===== config.mk =====
export PLATFORM = sky130hd
export DESIGN_NAME = bpa_scan
export DESIGN_NICKNAME = d
export VERILOG_FILES = /design/src/design/bpa_pkg.sv /design/src/design/bpa_scan.sv
export SDC_FILE = /design/constraint.sdc
export NUM_CORES = 1
export LEC_CHECK = 0
export BUFFER_PORTS_ARGS = -buffer_cell sky130_fd_sc_hd__buf_2
export CAP_MARGIN = 20
export CELL_PAD_IN_SITES_DETAIL_PLACEMENT = 1
export CELL_PAD_IN_SITES_GLOBAL_PLACEMENT = 1
export CORE_MARGIN = 1.5
export CORE_UTILIZATION = 45
export DETAILED_ROUTE_END_ITERATION = 7
export GPL_TIMING_DRIVEN = 0
export PLACE_DENSITY = 0.9
export RECOVER_POWER = 100
export SLEW_MARGIN = 20
export SYNTH_ARGS = -nofsm -noshare
export SYNTH_HDL_FRONTEND = slang
export SYNTH_SLANG_ARGS = --single-unit

===== constraint.sdc =====
create_clock -name vclk -period 39.5
set_input_delay 3.95 -clock vclk [all_inputs]
set_output_delay 3.95 -clock vclk [all_outputs]
set_load 0.1 [all_outputs]

===== src/design/bpa_pkg.sv =====
// ----------------------------------------------------------------------------
// Bitmap page allocator package
// Sizes, status codes and shared types of the page allocator.
// ----------------------------------------------------------------------------
`default_nettype none

package bpa_pkg;

   localparam int NUM_PAGES   = 4096;
   localparam int PAGE_W      = 12;
   localparam int POS_W       = 13;
   localparam int COUNT_W     = 20;
   localparam int WORD_W      = 32;
   localparam int ROWS        = NUM_PAGES / WORD_W;
   localparam int ROW_W       = $clog2(ROWS);
   localparam int OFF_W       = $clog2(WORD_W);
   localparam int CHUNK_W     = 8;
   localparam int CHUNK_SH    = $clog2(CHUNK_W);
   localparam int CHUNK_IDX_W = OFF_W - CHUNK_SH;
   localparam int STATUS_W    = 2;

   localparam logic [POS_W-1:0]   PAGES_END       = POS_W'(NUM_PAGES);
   localparam logic [POS_W-1:0]   PIU_RESET       = POS_W'(4096);
   localparam logic [COUNT_W-1:0] MAX_ALLOC_COUNT = COUNT_W'(1024 * 256);

   localparam logic OP_ALLOC = 1'b0;
   localparam logic OP_FREE  = 1'b1;

   localparam logic [STATUS_W-1:0] STATUS_OK        = 2'd0;
   localparam logic [STATUS_W-1:0] STATUS_TOO_LARGE = 2'd1;
   localparam logic [STATUS_W-1:0] STATUS_NO_MEMORY = 2'd2;
   localparam logic [STATUS_W-1:0] STATUS_ZERO      = 2'd3;

   typedef struct packed {
      logic             found;
      logic [POS_W-1:0] end_page;
      logic [POS_W-1:0] run;
   } bpa_scan_res_type;

endpackage

`default_nettype wire


===== src/design/bpa_scan.sv =====
// ----------------------------------------------------------------------------
// Chunk scanner
// Walks one chunk of map bits, counting the free run and flagging a fit.
// ----------------------------------------------------------------------------
`default_nettype none

module bpa_scan import bpa_pkg::*; (
   input  wire logic [CHUNK_W-1:0] bits,
   input  wire logic [POS_W-1:0]   base,
   input  wire logic [POS_W-1:0]   search_pos,
   input  wire logic [POS_W-1:0]   limit,
   input  wire logic [COUNT_W-1:0] count,
   input  wire logic [POS_W-1:0]   run_in,
   output      bpa_scan_res_type   res
);

   logic [POS_W-1:0] page;
   logic [POS_W-1:0] run;
   logic             found;
   logic [POS_W-1:0] end_page;

   always_comb begin
      run      = run_in;
      found    = 1'b0;
      end_page = '0;
      page     = base;
      for (int b = 0; b < CHUNK_W; b++) begin
         page = base + POS_W'(b);
         if (!found && page >= search_pos && page < limit) begin
            if (bits[b]) begin
               run = '0;
            end else begin
               run = run + POS_W'(1);
               if (COUNT_W'(run) == count) begin
                  found    = 1'b1;
                  end_page = page;
               end
            end
         end
      end
      res.found    = found;
      res.end_page = end_page;
      res.run      = run;
   end

endmodule

`default_nettype wire


==> flow_summary.json <==
{
  "outcome": "complete, but fails checks",
  "violations_in_the_final_reports": "capacitance limit, slew limit",
  "synth_nets": 2379,
  "drt-pass1-iter-count": 7,
  "synthesis_to_layout_area_growth_pct": 6.255,
  "hold_slack_final_ps": 8667,
  "highest_layer": "met4",
  "met1_wl_um": 26930,
  "place_hpwl_um": 54150,
  "leakage_nw": 6.266,
  "dieArea_mm2": 0.03349,
  "setup_total_negative_slack_ps": 0,
  "routabilityCongestion": 0.9942,
  "grt_antenna_before_repair": 0,
  "synth_warnings": 0,
  "critPathMaxFanout": 10,
  "detailedPlace.worstSlack_ps": 13730,
  "global_route.overflow_total": 0,
  "critPathMaxStageDelay_ps": 1900,
  "postLayoutSetupSlackWorst_ps": 9366,
  "clockBufferCount": 0,
  "initial_utilization_pct": 45.97,
  "min_period_ps": 30130,
  "final-max-slew-violation-count": 5,
  "synth.yosys.seq_area_share_pct": 0,
  "critical_path_required_ps": 35550,
  "cts_repair_resize_count": 0,
  "floorplan.die.width_um": 183.0,
  "timing.slew.headroom_pct": -60.88,
  "layout.sequential_cells": 0,
  "drtIter0Drc": 1710,
  "rows": 65,
  "timing.critical_path.arrival_ps": 26180,
  "dr_wl_met3_um": 6214,
  "vias_per_cell": 7.032,
  "synthesis.area_per_instance_um2": 6.957,
  "tightest_slew_ps": 2352,
  "track_usage_pct": 38.09,
  "grt_pass1_wl_um": 102000,
  "worst_ir_drop_vdd_v": 0.00002741,
  "grt_start_max_net_pins": 11,
  "met2RoutedLength_um": 29490,
  "min_period_over_period_pct": 76.29,
  "postCtsHoldBufs": 0,
  "max_freq_ghz": 0.03319,
  "numPortBuffers": 92,
  "finish.cell_count_without_fillers": 2590,
  "dp_cells": 2590,
  "post_synth_instance_area_mm2": 0.01458,
  "kind_of_end_point_of_the_critical_path": "output port",
  "ys_types": 123,
  "syn-instance-count": 2096,
  "cts_setup_buffers": 0,
  "detail_route.wirelength_um": 65730,
  "finalHoldViolations": 0,
  "share_of_post_route_cells_with_drive_strength_above_1_pct": 9.461,
  "powerDensity_mw_per_mm2": 23.74,
  "drc": 0,
  "cap_viol_max_count": 1,
  "io-pin-count": 107,
  "critPathMostFrequentCell": "sky130_fd_sc_hd__clkbuf_1",
  "timing.hold.worst.class": "input pin to output port",
  "setup-violations-final": 0,
  "core_region_area_mm2": 0.03172,
  "total_power_mw": 0.3678,
  "crit_slowest_cell": "sky130_fd_sc_hd__a2111oi_0",
  "detail-route-antenna-nets": 0,
  "antenna_cells_inserted": 0,
  "vias": 18210,
  "critPathTopFamily": "compound AO/OA/AOI/OAI gates",
  "register_area_um2": 0,
  "cp-start-kind": "input pin",
  "nets": 2473,
  "via_count_of_the_first_global_routing_pass": 18210,
  "floorplan.die.height_um": 183.0,
  "critPathKind": "input pin to output port",
  "grt_setup_unrepaired": "no",
  "count_of_buffer_and_inverter_cells_on_the_critical_path": 18,
  "wirelength_per_cell_um": 25.38
}
==> cell families after synthesis <==
group           synth area share [%]
fa+ha+maj                      17.42
xor+xnor                       12.90
buf+inv                        5.431
mux                            3.758
simple gates                   30.86
compound gates                 29.63
==> layer usage <==
metal	up-vias	GRT usage (%)
met5	-	0
met4	0	16.00
met3	217	5.798
met2	1025	62.98
met1	8880	49.15
li1	8090	-
==> synth_stat cells (13+ instances only) <==
cell / n / area share (%)
sky130_fd_sc_hd__ha_1: 203 / 17
sky130_fd_sc_hd__nor2_1: 176 / 4.5
sky130_fd_sc_hd__nand2_1: 169 / 4.4
sky130_fd_sc_hd__a21oi_1: 142 / 4.9
sky130_fd_sc_hd__xnor2_1: 142 / 8.5
sky130_fd_sc_hd__o21ai_0: 95 / 3.3
sky130_fd_sc_hd__nand3_1: 73 / 2.5
sky130_fd_sc_hd__nor3_1: 73 / 2.5
sky130_fd_sc_hd__inv_1: 68 / 1.8
sky130_fd_sc_hd__xor2_1: 65 / 3.9
sky130_fd_sc_hd__clkbuf_1: 61 / 1.6
sky130_fd_sc_hd__a21o_1: 44 / 2.3
sky130_fd_sc_hd__nand4_1: 42 / 1.8
sky130_fd_sc_hd__nand2b_1: 41 / 1.8
sky130_fd_sc_hd__nor2b_1: 36 / 1.5
sky130_fd_sc_hd__and3_1: 32 / 1.4
sky130_fd_sc_hd__a211oi_1: 31 / 1.6
sky130_fd_sc_hd__and2_1: 27 / 1.2
sky130_fd_sc_hd__buf_2: 27 / 0.93
sky130_fd_sc_hd__nor4_1: 27 / 1.2
sky130_fd_sc_hd__o22ai_1: 25 / 1.1
sky130_fd_sc_hd__mux2i_1: 23 / 1.6
sky130_fd_sc_hd__or3_1: 23 / 0.99
sky130_fd_sc_hd__mux2_2: 19 / 1.5
sky130_fd_sc_hd__buf_1: 18 / 0.46
sky130_fd_sc_hd__a31oi_1: 17 / 0.73
sky130_fd_sc_hd__o211ai_1: 17 / 0.88
sky130_fd_sc_hd__o21a_1: 17 / 0.88
sky130_fd_sc_hd__a211o_1: 16 / 0.96
sky130_fd_sc_hd__or4_1: 16 / 0.82
sky130_fd_sc_hd__nor3b_1: 13 / 0.67
==> through the flow <==
step | instance area [um2] | utilization, %
global placement | 15540 | 49.01
global route | 15490 | 48.85
finish | 15490 | 48.85
floorplan | 14580 | -
CTS | 15550 | 49.03
detailed placement | 15550 | 49.03
==> placed cells by master, fill, tap and decap left out, drive strengths merged, types with 36 or more instances in the layout <==
cell      n
ha      203
nor2    182
nand2   169
a21oi   144
xnor2   142
buf     123
o21ai   108
clkbuf   83
nor3     76
nand3    74
inv      71
xor2     65
a21o     44
nand4    44
nand2b   41
a211oi   39
nor2b    36
==> tightest hold or removal path, stage by stage <==
cell and delay [ps]:
sky130_fd_sc_hd__buf_2 150, sky130_fd_sc_hd__nor2_1 70, sky130_fd_sc_hd__mux2_2 260, sky130_fd_sc_hd__buf_2 290
==> final timing paths <==
check / startpoint / end / slack, ps / cells past startpoint
max: base[0] / res[7] / 9370 / 56
min: bits[7] / res[0] / 8670 / 4
==> cell type report <==
class / count / area, um2
repair buffers: 92 / 439.2
well taps: 402 / 503.0
multi-input cells: 1907 / 13770
plain buffers: 114 / 504.2
fillers: 4282 / 16220
inverters: 75 / 281.5
==> power by group <==
part	switching, mW	internal (mW)
Sequential	0	0
Clock	0	0
Combinational	0.248	0.120
No activity file was read; power rests on OpenSTA's default activity.
